<file path="config.mk">
export PLATFORM = sky130hd
export DESIGN_NAME = gbn_ram
export DESIGN_NICKNAME = d
export VERILOG_FILES = /design/src/rtl/gbn_ram.sv
export SDC_FILE = /design/constraint.sdc
export NUM_CORES = 1
export LEC_CHECK = 0
export ABC_AREA = 0
export BUFFER_PORTS_ARGS = -buffer_cell sky130_fd_sc_hd__buf_4
export CORE_MARGIN = 2
export CORE_UTILIZATION = 60
export DETAILED_ROUTE_END_ITERATION = 10
export PLACE_DENSITY = 0.82
export SYNTH_ARGS = -nofsm -noshare
export SYNTH_HDL_FRONTEND = slang
export SYNTH_SLANG_ARGS = --single-unit
</file>
<file path="constraint.sdc">
create_clock -name i_clk -period 2.4 [get_ports i_clk]
set_clock_uncertainty 0.15 [all_clocks]
set_input_delay 0.48 -clock i_clk [delete_from_list [all_inputs] [get_ports i_clk]]
set_output_delay 0.48 -clock i_clk [all_outputs]
set_load 0.01 [all_outputs]
</file>
<file path="src/rtl/gbn_ram.sv">
// Generic single-write, single-read RAM with registered read data.
// No dependencies.
`default_nettype none
module gbn_ram #(
    parameter int Width = 8,
    parameter int Depth = 16
) (
    input  wire logic                     i_clk,
    input  wire logic                     i_we,
    input  wire logic [$clog2(Depth)-1:0] i_waddr,
    input  wire logic [Width-1:0]         i_wdata,
    input  wire logic [$clog2(Depth)-1:0] i_raddr,
    output logic      [Width-1:0]         o_rdata
);
    logic [Width-1:0] r_mem [Depth];

    always_ff @(posedge i_clk) begin
        if (i_we) begin
            r_mem[i_waddr] <= i_wdata;
        end
        o_rdata <= r_mem[i_raddr];
    end
endmodule
`default_nettype wire

</file>
== Word-level counts from Yosys, hierarchy flattened ==
Memory sizes are Yosys's and may differ from the RTL's. A register that Yosys moved wholly into a read port is not among the register bits.
Index checks and enable logic that the tools add are counted.

* Multiplexer cells: 2

{| class="wikitable"
|+ Operators by type and width
! kind !! count
|-
| 1-bit two-way mux || 2
|}

* Bits in writable memories: 128
* Register bits: 0
* Output and inout bits: 8
* Memories kept: 1
* Input bits: 18

{| class="wikitable"
|+ Memories
! memory !! words !! bits a word !! read ports !! clocked after memory_dff !! wr ports !! line !! text
|-
| r_mem || 16 || 8 || 1 || 1 || 1 || 15 || <nowiki>logic [Width-1:0] r_mem [Depth];</nowiki>
|}

== Logic depth before layout (Yosys ltp) ==
* Word-level depth: 2
* Gate-level depth with buffers: 5

== Worst setup path after synthesis ==
Ideal clock, no wire load.

* Path kind: input-to-reg
* Start: in i_waddr[2]
* End: mem r_mem[0][0] (enable)
* Library setup time: 0.383 ns
* Stages on the path: 2
* Buffers on the path: 0
* Path slack: 0.277 ns
* Arrival: 1.590 ns
* Path through: or3b_2 -> nor3_1

{| class="wikitable"
|+ RTL lines
! item !! line !! text
|-
| start, declared || 10 || <nowiki>input wire logic [$clog2(Depth)-1:0] i_waddr,</nowiki>
|-
| end, declared || 15 ||
|}

No word-level cell before the write port.

== Worst setup path in the final report ==
* Start: reg o_rdata[3], read port of r_mem
* End: out o_rdata[3]

{| class="wikitable"
|+ RTL lines
! item !! line !! text
|-
| start, declared || 13 || <nowiki>output logic [Width-1:0] o_rdata</nowiki>
|}

No word-level cell between the ends.

==> out/qor.yml <==
status: "complete, no violations"
dr.pass1.iters: 4
vias: 2473
io_pins: 26
syn2layout_area_growth_pct: 18.84
synth_area_sq_um: 5147
worstMarginPinSlew_ns: 0.6625
antenna-diode-count: 0
overflow: 0
cts.sinks: 136
clockBufferDepth: 2
postCtsSetupBuffers: 0
path_delay_family: "flip-flops"
synth-edff-count: 128
syn_area_per_cell_sq_um: 22.48
max_slew_margin: 0.5567
port-buffer-count: 25
wl_microns: 9849
setup_violations: 0
gp_congestion: 0.7445
fmax_ghz: 0.6031
cts_hold_buf: 0
cpPeakStageDelay_ns: 0.37
fp.dieW_microns: 96.63
leakagePower_nw: 2.097
min_period_ns: 1.658
cp_max_fo: 1
drc: 0
dpl.hpwl_microns: 5814
final_antenna_net_count: 0
finalHoldViolCount: 0
synth_flop_cell: "edfxtp_1"
synth_fp_nets: 247
cp-start-kind: "flip-flop"
nets: 300
ys_ff_latch: 136
post_dp_cell_area_sq_um: 5535
antenna_found_initial: 0
insertion_delay_ns: 0.51
layout-drive-gt1-share: 0.2993
finalPower_mw: 5.508
end_kind: "output port"
required_ns: 1.77
ir_worst_vdd_mv: 0.5278
utilization: 0.7408
core_sq_um: 8258
min_period_over_period: 0.6909
drtIter0Drc: 257
ys_types: 19
final_area_sq_um: 6117
yosysSeqAreaShare: 0.7778
slowest_stage: "dfxtp_1"
post_cts_resized: 0
drv_cap: 0
first_global_vias: 2585
yosys_warnings: 0
grt.total_usage: 0.2299
rrSetupSlack_ns: 0.87
numCtsBuffers: 17
power_density_nw_per_um2: 900.4
htreeDepth: 4
drv_slew: 0
grt_setup_unrepaired: "no"
die_h_microns: 96.63
final.setup.tns_ns: 0
cts_tree: "yes"
routed_via_density: 6.198
cts_root_buf: "clkbuf_8"
path_class: "reg -> out"
grt_pass1_wl_microns: 15440
avgRoutedWirePerCell_microns: 24.68
grt_max_degree: 33
arrival_ns: 1.03
netlist_instances: 229
start_util: 0.6233
dieArea_sq_um: 9336
hold_class: "in -> reg"
clk_pin_slew_ns: 0.06
rows: 33
synthArstFlopShare: 0
path_buf_inv: 1
worstPathCellList: "buf_4"
hold_slack_ns: 0.1135
fillers: 473
## cell type report
type,instances,area (sq um),share of cell area
sequential,136,4004,0.6545
multi-input combinational,83,1057,0.1728
clock buffer,21,429.2,0.07016
timing repair buffer,44,342.8,0.05604
clock inverter,10,152.6,0.02495
tap,105,131.4,0.02148
## placed cells by master, fill, tap and decap left out, types with 2 or more instances in the layout
| cell | synthesis | layout |
|---|---|---|
| nand3b_1 | 2 | 2 |
| nor2_1 | 13 | 13 |
| clkbuf_1 | 0 | 4 |
| nor3_1 | 4 | 4 |
| clkinvlp_4 | 0 | 2 |
| edfxtp_1 | 128 | 128 |
| clkinv_1 | 0 | 2 |
| mux4_1 | 14 | 14 |
| a22oi_1 | 16 | 16 |
| mux4_2 | 18 | 18 |
| nand2b_1 | 2 | 2 |
| clkbuf_16 | 0 | 16 |
| nand2_1 | 9 | 9 |
| dfxtp_1 | 8 | 8 |
| clkinv_2 | 0 | 2 |
| bufinv_16 | 0 | 4 |
| buf_4 | 1 | 43 |
## state kept, by name, summed over array words and instances, names as in the netlist
register and cells:
r_mem 128, o_rdata 8
## cell families (layout without fill, tap and decap cells)
| group | count (synthesis) | in the layout | share of synthesized area |
|---|---|---|---|
| flip-flops | 136 | 136 | 0.7778 |
| AO/OA/AOI/OAI | 16 | 16 | 0.02334 |
| multiplexers | 32 | 32 | 0.1502 |
| AND/OR/NAND/NOR | 35 | 35 | 0.03184 |
| buffers and inverters | 10 | 75 | 0.01677 |
## metal layers
layer	GRT usage	up-vias	routed length [microns]
li1	-	1078	-
met2	0.3745	105	5176
met5	0	-	0
met3	0.06069	11	598
met4	0.06717	0	113
met1	0.3123	1279	3961
## cells in the mapped netlist (2+ instances only)
cell type,n,share of area
nand2b_1,2,0.0024
nand3b_1,2,0.0029
mux4_1,14,0.071
clkdlybuf4s25_2,3,0.0058
mux4_2,18,0.079
buf_2,3,0.0029
buf_6,3,0.0066
dfxtp_1,8,0.031
nor2_1,13,0.0095
edfxtp_1,128,0.75
nand2_1,9,0.0066
nor3_1,4,0.0039
a22oi_1,16,0.023
## power breakdown
group	internal (mW)	total, mW	switching (mW)
Sequential	2.66	2.68	0.0196
Clock	1.67	2.57	0.902
Combinational	0.122	0.260	0.139
Total	4.45	5.51	1.06
## metrics by stage
| stage | std cells | setup WS, ns |
|---|---|---|
| after floorplan | 229 | 0.2771 |
| after global placement | 368 | 0.3238 |
| after detailed placement | 368 | 0.2839 |
| after CTS | 399 | 0.7323 |
| after global routing | 399 | 0.7169 |
| final | 399 | 0.7419 |
## path summary, 6_finish.rpt
path,startpoint,to,cells past startpoint
setup reg to reg,r_mem[1][5],o_rdata[5],3
hold / removal,i_wdata[3],r_mem[6][3],1
hold reg to reg,r_mem[14][0],o_rdata[0],3
setup / recovery,o_rdata[3],o_rdata[3],1
Power figures use the tool's default switching activity.
